$ cat config.mk
export PLATFORM = sky130hd
export DESIGN_NAME = ethernet_ipv4_header_classifier
export DESIGN_NICKNAME = d
export VERILOG_FILES = /design/src/ehc_pkg.sv /design/src/ethernet_ipv4_header_classifier.sv
export SDC_FILE = /design/constraint.sdc
export NUM_CORES = 1
export LEC_CHECK = 0
export BUFFER_PORTS_ARGS = -buffer_cell sky130_fd_sc_hd__clkbuf_2
export CORE_AREA = 2 2 157 159
export CTS_BUF_LIST = sky130_fd_sc_hd__clkbuf_4 sky130_fd_sc_hd__clkbuf_8 sky130_fd_sc_hd__clkbuf_16
export DETAILED_ROUTE_END_ITERATION = 7
export DIE_AREA = 0 0 159 161
export HOLD_SLACK_MARGIN = 0.06
export PLACE_DENSITY_LB_ADDON = 0.05
export SLEW_MARGIN = 25
export SYNTH_ARGS = -nofsm -noshare
export SYNTH_HDL_FRONTEND = slang
export SYNTH_SLANG_ARGS = --single-unit
$ cat constraint.sdc
create_clock -name clk -period 3.9 [get_ports clk]
set_input_delay 0.39 -clock clk [delete_from_list [all_inputs] [get_ports clk]]
set_output_delay 0.39 -clock clk [all_outputs]
set_load 0.05 [all_outputs]
$ cat src/ehc_pkg.sv
// constants and codes shared by the ethernet ipv4 header classifier
`default_nettype none

package ehc_pkg;

    // header lengths in bytes, the minimum header length in words, and the count limit
    localparam logic [7:0] ETH_LEN       = 8'd14;
    localparam logic [7:0] IP_MIN_LEN    = 8'd20;
    localparam logic [7:0] TCP_MIN_LEN   = 8'd20;
    localparam logic [7:0] UDP_LEN       = 8'd8;
    localparam logic [7:0] ICMP_LEN      = 8'd8;
    localparam logic [7:0] ARP_FRAME_LEN = 8'd42;
    localparam logic [3:0] MIN_WORDS     = 4'd5;
    localparam logic [7:0] COUNT_MAX     = 8'd255;

    // fixed field positions
    localparam logic [7:0] POS_TYPE_HI = 8'd12;
    localparam logic [7:0] POS_TYPE_LO = 8'd13;
    localparam logic [7:0] POS_IHL     = 8'd14;
    localparam logic [7:0] POS_ARP_HI  = 8'd20;
    localparam logic [7:0] POS_ARP_LO  = 8'd21;
    localparam logic [7:0] POS_PROTO   = 8'd23;
    localparam logic [7:0] POS_DOFF    = 8'd12;

    // ethertypes and ip protocols
    localparam logic [15:0] TYPE_IPV4  = 16'h0800;
    localparam logic [15:0] TYPE_ARP   = 16'h0806;
    localparam logic [7:0]  PROTO_ICMP = 8'd1;
    localparam logic [7:0]  PROTO_TCP  = 8'd6;
    localparam logic [7:0]  PROTO_UDP  = 8'd17;

    // result categories
    localparam logic [2:0] CAT_NONE = 3'd0;
    localparam logic [2:0] CAT_TCP  = 3'd1;
    localparam logic [2:0] CAT_UDP  = 3'd2;
    localparam logic [2:0] CAT_ICMP = 3'd3;
    localparam logic [2:0] CAT_ARP  = 3'd4;

endpackage

`default_nettype wire

$ cat src/ethernet_ipv4_header_classifier.sv
// ethernet / ipv4 / tcp-udp-icmp / arp header classifier, one byte per cycle
//
//  channel | handshake                  | payload
//  --------+----------------------------+----------------------------------------
//  byte    | byte_valid, byte_stall     | data_byte[7:0], last_byte
//  result  | result_valid, result_stall | parse_ok, category[2:0], ether_type,
//          |                            | ip_protocol, source_port, dest_port,
//          |                            | icmp_kind, arp_operation
//
//  one byte transaction per cycle while byte_stall is low; a byte goes through the input
//  register, then the capture and length check logic, and the frame result lands in the
//  result register when the last byte moves on from the input register
//  rst_n is asynchronous and clears the frame state and both valid flags
//  byte_stall rises only while a last byte waits in the input register and the result
//  register still holds an earlier result that result_stall keeps from leaving
`default_nettype none

module ethernet_ipv4_header_classifier
    import ehc_pkg::*;
(
    input  wire logic        clk,
    input  wire logic        rst_n,

    input  wire logic        byte_valid,
    output logic             byte_stall,
    input  wire logic [7:0]  data_byte,
    input  wire logic        last_byte,

    output logic             result_valid,
    input  wire logic        result_stall,
    output logic             parse_ok,
    output logic [2:0]       category,
    output logic [15:0]      ether_type,
    output logic [7:0]       ip_protocol,
    output logic [15:0]      source_port,
    output logic [15:0]      dest_port,
    output logic [7:0]       icmp_kind,
    output logic [15:0]      arp_operation
);

    // input register
    logic       in_valid_reg;
    logic       in_valid_next;
    logic [7:0] in_byte_reg;
    logic       in_last_reg;

    // frame state
    logic [7:0]  count_reg,    count_next;
    logic [15:0] type_reg,     type_next;
    logic [3:0]  ihl_reg,      ihl_next;
    logic [7:0]  proto_reg,    proto_next;
    logic [3:0]  doff_reg,     doff_next;
    logic [15:0] sport_reg,    sport_next;
    logic [15:0] dport_reg,    dport_next;
    logic [7:0]  icmp_reg,     icmp_next;
    logic [15:0] arp_reg,      arp_next;

    // state after the byte in the input register is captured
    logic [7:0]  cap_count;
    logic [15:0] cap_type;
    logic [3:0]  cap_ihl;
    logic [7:0]  cap_proto;
    logic [3:0]  cap_doff;
    logic [15:0] cap_sport;
    logic [15:0] cap_dport;
    logic [7:0]  cap_icmp;
    logic [15:0] cap_arp;

    // frame result, computed from the captured state
    logic        res_ok;
    logic [2:0]  res_cat;
    logic [15:0] res_et;
    logic [7:0]  res_ipp;
    logic [15:0] res_sp;
    logic [15:0] res_dp;
    logic [7:0]  res_ik;
    logic [15:0] res_ao;

    // result register
    logic        out_valid_reg, out_valid_next;
    logic        ok_reg;
    logic [2:0]  cat_reg;
    logic [15:0] et_reg;
    logic [7:0]  ipp_reg;
    logic [15:0] sp_reg;
    logic [15:0] dp_reg;
    logic [7:0]  ik_reg;
    logic [15:0] ao_reg;

    logic advance;
    logic frame_end;
    logic byte_take;

    // the byte in the input register moves on unless it ends a frame and the
    // result register is full and held
    assign advance    = in_valid_reg && !(in_last_reg && out_valid_reg && result_stall);
    assign frame_end  = advance && in_last_reg;
    assign byte_stall = in_valid_reg && !advance;
    assign byte_take  = byte_valid && !byte_stall;

    // capture at fixed offsets and at the layer 4 offset set by the ihl
    always_comb
    begin
        logic [7:0] pos;
        logic [7:0] l4;
        pos = count_reg;
        l4  = ETH_LEN + {2'b00, ihl_reg, 2'b00};

        cap_type  = type_reg;
        cap_ihl   = ihl_reg;
        cap_proto = proto_reg;
        cap_doff  = doff_reg;
        cap_sport = sport_reg;
        cap_dport = dport_reg;
        cap_icmp  = icmp_reg;
        cap_arp   = arp_reg;

        if (pos == POS_TYPE_HI) cap_type[15:8] = in_byte_reg;
        if (pos == POS_TYPE_LO) cap_type[7:0]  = in_byte_reg;
        if (pos == POS_IHL)     cap_ihl        = in_byte_reg[3:0];
        if (pos == POS_ARP_HI)  cap_arp[15:8]  = in_byte_reg;
        if (pos == POS_ARP_LO)  cap_arp[7:0]   = in_byte_reg;
        if (pos == POS_PROTO)   cap_proto      = in_byte_reg;

        // layer 4 offsets only count once the ihl byte has gone by
        if (pos > POS_IHL)
        begin
            if (pos == l4)
            begin
                cap_sport[15:8] = in_byte_reg;
                cap_icmp        = in_byte_reg;
            end
            if (pos == l4 + 8'd1)     cap_sport[7:0]  = in_byte_reg;
            if (pos == l4 + 8'd2)     cap_dport[15:8] = in_byte_reg;
            if (pos == l4 + 8'd3)     cap_dport[7:0]  = in_byte_reg;
            if (pos == l4 + POS_DOFF) cap_doff        = in_byte_reg[7:4];
        end

        // saturating byte count
        cap_count = (count_reg == COUNT_MAX) ? count_reg : count_reg + 8'd1;
    end

    // length checks and classification on the captured state
    always_comb
    begin
        logic [7:0] total;
        logic [7:0] l4;
        logic [7:0] rem;
        logic [7:0] doff_len;
        total    = cap_count;
        l4       = ETH_LEN + {2'b00, cap_ihl, 2'b00};
        rem      = total - l4;
        doff_len = {2'b00, cap_doff, 2'b00};

        res_ok  = 1'b0;
        res_cat = CAT_NONE;
        res_et  = '0;
        res_ipp = '0;
        res_sp  = '0;
        res_dp  = '0;
        res_ik  = '0;
        res_ao  = '0;

        if (total >= ETH_LEN)
        begin
            res_et = cap_type;
            res_ok = 1'b1;
            if (cap_type == TYPE_IPV4)
            begin
                if (total < ETH_LEN + IP_MIN_LEN || cap_ihl < MIN_WORDS || total < l4)
                begin
                    res_ok = 1'b0;
                end
                else
                begin
                    res_ipp = cap_proto;
                    if (cap_proto == PROTO_TCP)
                    begin
                        if (rem < TCP_MIN_LEN || cap_doff < MIN_WORDS || rem < doff_len)
                        begin
                            res_ok = 1'b0;
                        end
                        else
                        begin
                            res_cat = CAT_TCP;
                            res_sp  = cap_sport;
                            res_dp  = cap_dport;
                        end
                    end
                    else if (cap_proto == PROTO_UDP)
                    begin
                        if (rem < UDP_LEN)
                        begin
                            res_ok = 1'b0;
                        end
                        else
                        begin
                            res_cat = CAT_UDP;
                            res_sp  = cap_sport;
                            res_dp  = cap_dport;
                        end
                    end
                    else if (cap_proto == PROTO_ICMP)
                    begin
                        if (rem < ICMP_LEN)
                        begin
                            res_ok = 1'b0;
                        end
                        else
                        begin
                            res_cat = CAT_ICMP;
                            res_ik  = cap_icmp;
                        end
                    end
                end
            end
            else if (cap_type == TYPE_ARP)
            begin
                if (total < ARP_FRAME_LEN)
                begin
                    res_ok = 1'b0;
                end
                else
                begin
                    res_cat = CAT_ARP;
                    res_ao  = cap_arp;
                end
            end
        end
    end

    // frame state: capture when a byte moves on, hold otherwise, clear after the last byte
    always_comb
    begin
        count_next = count_reg;
        type_next  = type_reg;
        ihl_next   = ihl_reg;
        proto_next = proto_reg;
        doff_next  = doff_reg;
        sport_next = sport_reg;
        dport_next = dport_reg;
        icmp_next  = icmp_reg;
        arp_next   = arp_reg;
        if (frame_end)
        begin
            count_next = '0;
            type_next  = '0;
            ihl_next   = '0;
            proto_next = '0;
            doff_next  = '0;
            sport_next = '0;
            dport_next = '0;
            icmp_next  = '0;
            arp_next   = '0;
        end
        else if (advance)
        begin
            count_next = cap_count;
            type_next  = cap_type;
            ihl_next   = cap_ihl;
            proto_next = cap_proto;
            doff_next  = cap_doff;
            sport_next = cap_sport;
            dport_next = cap_dport;
            icmp_next  = cap_icmp;
            arp_next   = cap_arp;
        end
    end

    // input register fills on a byte transaction, empties when it moves on
    always_comb
    begin
        in_valid_next = in_valid_reg;
        if (byte_take)
            in_valid_next = 1'b1;
        else if (advance)
            in_valid_next = 1'b0;
    end

    // result register fills at frame end, empties on a result transaction
    always_comb
    begin
        out_valid_next = out_valid_reg;
        if (frame_end)
            out_valid_next = 1'b1;
        else if (out_valid_reg && !result_stall)
            out_valid_next = 1'b0;
    end

    always_ff @(posedge clk or negedge rst_n)
    begin
        if (!rst_n)
        begin
            in_valid_reg  <= 1'b0;
            out_valid_reg <= 1'b0;
            count_reg     <= '0;
            type_reg      <= '0;
            ihl_reg       <= '0;
            proto_reg     <= '0;
            doff_reg      <= '0;
            sport_reg     <= '0;
            dport_reg     <= '0;
            icmp_reg      <= '0;
            arp_reg       <= '0;
        end
        else
        begin
            in_valid_reg  <= in_valid_next;
            out_valid_reg <= out_valid_next;
            count_reg     <= count_next;
            type_reg      <= type_next;
            ihl_reg       <= ihl_next;
            proto_reg     <= proto_next;
            doff_reg      <= doff_next;
            sport_reg     <= sport_next;
            dport_reg     <= dport_next;
            icmp_reg      <= icmp_next;
            arp_reg       <= arp_next;
        end
    end

    // payload registers, no reset
    always_ff @(posedge clk)
    begin
        if (byte_take)
        begin
            in_byte_reg <= data_byte;
            in_last_reg <= last_byte;
        end
        if (frame_end)
        begin
            ok_reg  <= res_ok;
            cat_reg <= res_cat;
            et_reg  <= res_et;
            ipp_reg <= res_ipp;
            sp_reg  <= res_sp;
            dp_reg  <= res_dp;
            ik_reg  <= res_ik;
            ao_reg  <= res_ao;
        end
    end

    assign result_valid  = out_valid_reg;
    assign parse_ok      = ok_reg;
    assign category      = cat_reg;
    assign ether_type    = et_reg;
    assign ip_protocol   = ipp_reg;
    assign source_port   = sp_reg;
    assign dest_port     = dp_reg;
    assign icmp_kind     = ik_reg;
    assign arp_operation = ao_reg;

    // frame state starts over after every last byte
    assert property (@(posedge clk) disable iff (!rst_n)
        frame_end |=> (count_reg == '0 && type_reg == '0 && ihl_reg == '0))
        else $error("frame state not cleared after last byte");

    // a handled category is never reported on a failed frame
    assert property (@(posedge clk) disable iff (!rst_n)
        result_valid |-> (category == CAT_NONE || parse_ok))
        else $error("category set on failed frame");

    // ports only come with tcp or udp
    assert property (@(posedge clk) disable iff (!rst_n)
        (result_valid && (source_port != '0 || dest_port != '0))
            |-> (category == CAT_TCP || category == CAT_UDP))
        else $error("ports reported outside tcp or udp");

    // icmp type and arp opcode only with their own category
    assert property (@(posedge clk) disable iff (!rst_n)
        (result_valid && (icmp_kind != '0)) |-> (category == CAT_ICMP))
        else $error("icmp type reported outside icmp");

    assert property (@(posedge clk) disable iff (!rst_n)
        (result_valid && (arp_operation != '0)) |-> (category == CAT_ARP))
        else $error("arp opcode reported outside arp");

    // a stall on the byte side comes only from a held result
    assert property (@(posedge clk) disable iff (!rst_n)
        byte_stall |-> (in_valid_reg && in_last_reg && out_valid_reg && result_stall))
        else $error("byte stall without a held result");

endmodule

`default_nettype wire

Word-level counts from Yosys, hierarchy flattened

Cells that the tools add are included.
Widths: inputs -> output; s select.

Word-level logic and storage cells: 147
Bits of input ports: 13
Register bits: 191

Muxes and demuxes: 66
Bitwise logic cells: 4
Equality and inequality tests: 17
Add/sub/neg operators: 8
Order comparisons: 10
Reduce and logical (&&, ||, !) cells: 21

Operators by type and width:

| kind                 | count |
|---|---|
| $mux 16              | 18 |
| $mux 8               | 18 |
| $eq 16x12->1 const B | 2 |
| $eq 8x5->1 const B   | 4 |
| $eq 8x8->1           | 4 |
| $mux 4               | 7 |
| $eq 8x4->1 const B   | 3 |
| $mux 3               | 6 |
| $add 7x2->8 const B  | 2 |
| $lt 8x6->1 const B   | 2 |
| $add 4x6->7 const A  | 2 |
| $mux 1               | 14 |
| $add 7x1->8 const B  | 1 |
| $add 7x4->8 const B  | 1 |
| $add 8x1->8 const B  | 1 |
| $eq 8x1->1 const B   | 1 |
| $eq 8x3->1 const B   | 1 |
| $eq 8x7->1           | 1 |
| $eq 8x8->1 const B   | 1 |
| $ge 8x4->1 const B   | 1 |
| $gt 8x4->1 const B   | 1 |
| $lt 4x3->1 const B   | 2 |
| $lt 8x4->1 const B   | 1 |
| $lt 8x5->1 const B   | 1 |
| 12 further kinds     | 31 |

Longest topological paths before layout

Depth after elaboration: 12
Depth in mapped cells: 21

Least setup slack after synthesis

Ideal clock, no wire load.

Path kind: reg-to-reg
Start point: register count_reg[5]
End point: register sp_reg[10], in the netlist source_port[10] (data pin)
Path buffers: 3
Required time: 3.741 ns
Clock period less this slack: 4.304 ns
Setup slack: -0.404 ns
Data arrival time: 4.146 ns
Stages on the path, launching flop included: 21
Cells stage by stage: dfrtp_1 -> buf_6 -> nor4_4 -> and3_1 -> clkbuf_1 -> mux2i_1 -> nand2_1 -> nand2_1 -> xor2_1 -> nand2_1 -> o21ai_0 -> ha_1 -> inv_1 -> o21ai_0 -> and3b_1 -> or3_1 -> and4_1 -> o311ai_1 -> a32oi_2 -> buf_2 -> a22oi_1

Word-level cells in the longest chain between the ends: 9
Elaborated cells on any way between the ends: 42
Classes of those cells: add/sub (3); order compare (9); eq/ne (10); mux (13); bitwise (2); reduce/logical (5)

RTL lines:

| item                           | RTL line                               | RTL |
|---|---|---|
| start, declared                | ethernet_ipv4_header_classifier.sv:48  | `logic [7:0] count_reg, count_next;` |
| start signal, assigned         | ethernet_ipv4_header_classifier.sv:310 | `count_reg <= count_next;` |
| $eq 8x4->1                     | ethernet_ipv4_header_classifier.sv:120 | `if (pos == POS_IHL) cap_ihl = in_byte_reg[3:0];` |
| $mux 4                         | ethernet_ipv4_header_classifier.sv:120 |  |
| $add 4x6->7                    | ethernet_ipv4_header_classifier.sv:151 | `l4 = ETH_LEN + {2'b00, cap_ihl, 2'b00};` |
| $sub 8x7->8                    | ethernet_ipv4_header_classifier.sv:152 | `rem = total - l4;` |
| $lt 8x5->1                     | ethernet_ipv4_header_classifier.sv:179 | `if (rem < TCP_MIN_LEN \|\| cap_doff < MIN_WORDS \|\| rem < doff_len)` |
| $logic_or 1x1->1 (2 in series) | ethernet_ipv4_header_classifier.sv:179 |  |
| $mux 16                        | ethernet_ipv4_header_classifier.sv:179 |  |
| $mux 16                        | ethernet_ipv4_header_classifier.sv:177 | `if (cap_proto == PROTO_TCP)` |
| end signal, assigned           | ethernet_ipv4_header_classifier.sv:336 | `sp_reg <= res_sp;` |
| end, declared                  | ethernet_ipv4_header_classifier.sv:85  | `logic [15:0] sp_reg;` |

Parallel ways exist; a longest one is shown, timed or not.
A chain may end at the register's enable or synchronous reset.

Worst setup path in the final report

Start point: register count_reg[4]
End point: register dp_reg[10], in the netlist dest_port[10] (data pin)

Word-level cells in the longest chain between the ends: 9
Elaborated cells on any way between the ends: 42
Classes of those cells: add/sub (3); order compare (9); eq/ne (10); mux (13); bitwise (2); reduce/logical (5)

RTL lines:

| item                           | RTL line                               | RTL |
|---|---|---|
| $eq 8x4->1                     | ethernet_ipv4_header_classifier.sv:120 |  |
| $mux 4                         | ethernet_ipv4_header_classifier.sv:120 |  |
| $add 4x6->7                    | ethernet_ipv4_header_classifier.sv:151 |  |
| $sub 8x7->8                    | ethernet_ipv4_header_classifier.sv:152 |  |
| $lt 8x5->1                     | ethernet_ipv4_header_classifier.sv:179 |  |
| $logic_or 1x1->1 (2 in series) | ethernet_ipv4_header_classifier.sv:179 |  |
| $mux 16                        | ethernet_ipv4_header_classifier.sv:179 |  |
| $mux 16                        | ethernet_ipv4_header_classifier.sv:177 |  |
| end signal, assigned           | ethernet_ipv4_header_classifier.sv:337 | `dp_reg <= res_dp;` |
| end, declared                  | ethernet_ipv4_header_classifier.sv:86  | `logic [15:0] dp_reg;` |

Parallel ways exist; a longest one is shown, timed or not.

==> reports/summary.log <==
qor: hold_path.worstHoldPathCells 1
qor: placement.numPortBuffers 98
qor: floorplan.die_height 161 um
qor: power.static-leakage-power 5.15 nW
qor: status.failed_checks setup timing
qor: global_routing.globalRoute.totalOverflow 0
qor: sta.rsz0062_at_grt true
qor: sta.max_freq 0.239 GHz
qor: worst_setup_path.timing.rr.end dest_port[10]
qor: sta.layout_worst_path_cycle_share 1.07
qor: power.sw_share 0.297
qor: sta.worst_hold_slack 0.117 ns
qor: sta.final-setup-viol-count 42
qor: worst_setup_path.worst_r2r_path_depth 21
qor: worst_setup_path.crit_required 4.20 ns
qor: floorplan.initial_core_util 0.413
qor: worst_setup_path.worst_setup_path_start_kind register
qor: cts.cts.root.buffer_cell sky130_fd_sc_hd__clkbuf_16
qor: worst_setup_path.critical_path.endpoint_type register
qor: hold_path.whs_endpoint in_byte_reg[3]
qor: logic_synthesis.synth.cell_area 9910 um^2
qor: global_routing.groute.usage.overall 0.230
qor: floorplan.fp-row-count 57
qor: cts.cts.sink_count 191
qor: layout.fillerInstances 2,208
qor: logic_synthesis.postSynthCellCount 974
qor: route.detail_route.vias_per_cell 5.57
qor: logic_synthesis.share_of_synthesized_registers_carrying_an_async_set_or_reset 0.513
qor: logic_synthesis.postSynthRegisterBits 191
qor: layout.final-seq-area 5250 um^2
qor: route.detail_route.wl_per_cell 20.2 um
qor: global_routing.grt_antenna_before_repair 0
qor: global_routing.grt_pass1_vias 7,680
qor: worst_setup_path.crit_path_max_fanout 8
qor: hold_path.hp-class primary input to register
qor: worst_setup_path.worst-setup-path-type register to register
qor: sta.pnr_worst_setup_slack -0.284 ns
qor: power.p_clk_frac 0.370
qor: worst_setup_path.crit_path_max_incr_delay 0.41 ns
qor: sta.maxSlewViolCount 0
qor: sta.worstMarginPinSlew 0.944 ns
qor: layout.multi_input_gate_area 4600 um^2
qor: logic_synthesis.synthesized_area_divided_by_synthesized_cell_count 10.2 um^2
qor: route.final_antenna_net_count 0
qor: worst_setup_path.reg2reg_setup_slack -0.28 ns
qor: sta.timing.slew.headroom 0.369
qor: placement.dp_cell_count 1,401
qor: route.vias 8,071
qor: worst_setup_path.timing.critical_path.buf_inv 5
qor: sta.skew 0.0182 ns
qor: route.drt_iter0_drc 552
qor: sta.finalHoldViolations 0
qor: layout.num-nets-final 1,142
qor: floorplan.fp.dieW 159 um
qor: cts.clock_latency 0.45 ns
qor: logic_synthesis.largest_family_of_logic_cells_by_synthesized_area compound AO/OA/AOI/OAI gates
qor: power.power_frac_comb 0.155
qor: placement.postPlaceCellArea 11,300 um^2
qor: global_routing.maximum_number_of_pins_on_one_net_before_global_route_repair 73
qor: worst_setup_path.worstPathArrival 4.49 ns
qor: hold_path.timing.hold.worst.start data_byte[3]
qor: logic_synthesis.syn_nets 1,002
qor: logic_synthesis.synthMuxAreaShare 0.0488
qor: placement.gp_congestion 0.889
qor: power.power_density 404 nW/um^2
qor: job.max-cap-violations 0
qor: power.p_switching 1.47 mW
qor: power.worst_ir_drop_vdd 226 uV
qor: placement.dp_hpwl 19.0 mm
qor: floorplan.ioPinCount 99
qor: logic_synthesis.synth_top_flop_cell sky130_fd_sc_hd__dfrtp_1
qor: worst_setup_path.critical_path.top_delay_family simple AND/OR/NAND/NOR gates
qor: worst_setup_path.crit_chain nor4_4 > and3_4 > mux2i_4 > nand2_2 > nand2_2 > xor2_1 > nand2_1 > o21ai_2 > ha_1 > inv_2 > o21ai_2 > and3b_2 > buf_6 > o31ai_4 > nand4_2 > nor4b_4 > buf_4 > o2111ai_4 > buf_6 > buf_16 > a21oi_2
qor: logic_synthesis.post_synth_xor_area_fraction 0.0186
qor: logic_synthesis.seq_area_frac_synth 0.529
qor: cts.tritoncts done
qor: global_routing.grt_first_pass_wirelength 45.5 mm
qor: cts.cts_max_level 4
qor: layout.finish.instance_area 12,300 um^2
qor: route.drt_wl_total 29.3 mm
qor: route.drt_drc_violations_left 0
qor: cts.cts.reportedPaths.clkPinSlew 0.08 ns
qor: power.cell_internal_pwr 3.49 mW
qor: layout.drive_above_1_share 0.278
qor: logic_synthesis.post_synth_fa_ha_maj_area_fraction 0.0197
qor: logic_synthesis.synth_edf_count 93
qor: sta.finalCriticalPeriod 4.18 ns
qor: power.sequentialPowerShare 0.475
qor: cts.clock_buffer_count_from_cts 17
qor: layout.syn_to_final_growth 24.1%
qor: logic_synthesis.yosys_warnings 0
qor: layout.n_antenna_cell 0
qor: status.outcome finished, violations left
qor: layout.stdcell_count 1,450
qor: logic_synthesis.yosys.area_share.simple 0.154
qor: worst_setup_path.critical_path.reg2reg.startpoint count_reg[4]
qor: floorplan.core 24,000 um^2
qor: logic_synthesis.synth_cell_types 69
qor: cts.cts_buffer_depth 2
qor: floorplan.dieArea 25,600 um^2
qor: logic_synthesis.synth_compound_gate_area_share 0.187
qor: worst_setup_path.critPathSlowestCell sky130_fd_sc_hd__dfrtp_1
qor: route.detailedRoute.firstPassIterationCount 5
==> what timing repair did <==
item | in CTS | in global routing
endpoints found under the setup margin | 44 | 51
hold buffers | 0 | 1
endpoints found under the hold margin | 0 | 33
resized for setup | 39 | 15
cloned | 5 | 0
pin swaps | 28 | 17
setup buffers | 13 | 5
==> worst max-delay path by stage <==
stage,start,to,slack [ns],cells past startpoint
floorplan,count_reg[6],source_port[10],-0.11,19
global placement,count_reg[4],source_port[8],-0.16,20
detailed placement,count_reg[4],source_port[15],-0.26,20
CTS,count_reg[5],source_port[11],-0.18,20
global route,count_reg[4],dest_port[10],-0.53,22
finish,count_reg[4],dest_port[10],-0.28,21
==> per-layer routing <==
layer	routed length, um	track usage	part of all wire
met4	601	0.0702	0.021
met1	13500	0.331	0.46
met2	13600	0.357	0.47
met3	1520	0.0383	0.052
met5	0	0	0
==> area by class of cell <==
cell class              instances  share of cell area
inverters                      19             0.00580
clock buffers                  17              0.0346
flip-flops and latches        191               0.427
well taps                     324              0.0330
clock inverters                14              0.0157
repair buffers                197               0.111
multi-input cells             688               0.374
==> metrics by stage <==
| stage | util | total power, mW | setup slack (ns) | setup TNS [ns] |
|---|---|---|---|---|
| 3_3_place_gp | 0.470 | 3.14 | -0.158 | -3.73 |
| 5_1_grt | 0.513 | 5.16 | -0.533 | -19.10 |
| 6_report | 0.513 | 4.96 | -0.284 | -8.77 |
| 3_5_place_dp | 0.470 | 3.15 | -0.264 | -7.77 |
| 4_1_cts | 0.513 | 4.99 | -0.177 | -5.38 |
| 2_1_floorplan | - | 2.86 | -0.106 | -2.45 |
==> cells by family after synthesis <==
logic type,after synthesis
flip-flops,191
XOR/XNOR,21
buffers and inverters,95
adder cells (fa/ha/maj),15
AND/OR/NAND/NOR,324
multiplexers,48
AO/OA/AOI/OAI,280
==> power groups by stage <==
stage	Clock (mW)	Sequential (mW)	Combinational [mW]
global route	1.94	2.37	0.842
global placement	0	2.39	0.752
CTS	1.87	2.35	0.767
finish	1.84	2.36	0.769
floorplan	0	2.48	0.380
detailed placement	0	2.39	0.758
==> cell usage in the layout (no fill, tap or decap), types with 5 or more instances in the layout <==
cell and instances:
sky130_fd_sc_hd__nand2_1 145, sky130_fd_sc_hd__dfrtp_1 98, sky130_fd_sc_hd__clkbuf_2 97, sky130_fd_sc_hd__edfxtp_1 93, sky130_fd_sc_hd__buf_4 85, sky130_fd_sc_hd__nor2_1 75
sky130_fd_sc_hd__o21ai_0 60, sky130_fd_sc_hd__a21oi_1 53, sky130_fd_sc_hd__mux2i_1 43, sky130_fd_sc_hd__a22o_1 32, sky130_fd_sc_hd__a21oi_2 31, sky130_fd_sc_hd__inv_1 18
sky130_fd_sc_hd__clkbuf_16 17, sky130_fd_sc_hd__xnor2_1 14, sky130_fd_sc_hd__a21boi_0 13, sky130_fd_sc_hd__nand3_1 12, sky130_fd_sc_hd__a32o_1 12, sky130_fd_sc_hd__ha_1 11
sky130_fd_sc_hd__nor2b_1 10, sky130_fd_sc_hd__nor3_1 10, sky130_fd_sc_hd__a22oi_1 10, sky130_fd_sc_hd__and3_1 8, sky130_fd_sc_hd__o21a_1 8, sky130_fd_sc_hd__buf_6 8
sky130_fd_sc_hd__and2_1 7, sky130_fd_sc_hd__a31oi_1 7, sky130_fd_sc_hd__xor2_1 7, sky130_fd_sc_hd__a22oi_2 7, sky130_fd_sc_hd__nand4_1 6, sky130_fd_sc_hd__o21ai_1 6
sky130_fd_sc_hd__or2_2 5, sky130_fd_sc_hd__nand2b_1 5, sky130_fd_sc_hd__o22ai_1 5, sky130_fd_sc_hd__inv_8 5
==> cell usage after synthesis, types with 6 or more instances <==
| cell | instances | area share |
|---|---|---|
| sky130_fd_sc_hd__edfxtp_1 | 93 | 0.28 |
| sky130_fd_sc_hd__a31oi_1 | 7 | 0.0044 |
| sky130_fd_sc_hd__nor3_1 | 11 | 0.0056 |
| sky130_fd_sc_hd__buf_2 | 10 | 0.0051 |
| sky130_fd_sc_hd__and3_1 | 10 | 0.0063 |
| sky130_fd_sc_hd__o22ai_1 | 6 | 0.0038 |
| sky130_fd_sc_hd__nand2_1 | 149 | 0.056 |
| sky130_fd_sc_hd__a21oi_1 | 87 | 0.044 |
| sky130_fd_sc_hd__nand3_1 | 13 | 0.0066 |
| sky130_fd_sc_hd__o21ai_0 | 63 | 0.032 |
| sky130_fd_sc_hd__xor2_1 | 7 | 0.0062 |
| sky130_fd_sc_hd__ha_1 | 14 | 0.018 |
| sky130_fd_sc_hd__o21a_1 | 8 | 0.0061 |
| sky130_fd_sc_hd__a22o_1 | 32 | 0.028 |
| sky130_fd_sc_hd__nor2b_1 | 11 | 0.0069 |
| sky130_fd_sc_hd__a32o_1 | 12 | 0.012 |
| sky130_fd_sc_hd__a22oi_1 | 14 | 0.011 |
| sky130_fd_sc_hd__xnor2_1 | 14 | 0.012 |
| sky130_fd_sc_hd__and2_1 | 7 | 0.0044 |
| sky130_fd_sc_hd__clkbuf_1 | 53 | 0.020 |
| sky130_fd_sc_hd__dfrtp_1 | 98 | 0.25 |
| sky130_fd_sc_hd__inv_1 | 19 | 0.0072 |
| sky130_fd_sc_hd__nand4_1 | 6 | 0.0038 |
| sky130_fd_sc_hd__mux2i_1 | 46 | 0.046 |
| sky130_fd_sc_hd__nor2_1 | 77 | 0.029 |
| sky130_fd_sc_hd__a21boi_0 | 14 | 0.011 |
==> worst register-to-register path: cells and delay by family, from the launching register on <==
family          cells  cell delay (ns)
simple gates        8             1.65
buf+inv             5             0.70
compound gates      5             0.68
flops               1             0.41
fa+ha+maj           1             0.30
mux                 1             0.26
xor+xnor            1             0.07
(Power assumes the default switching activity.)
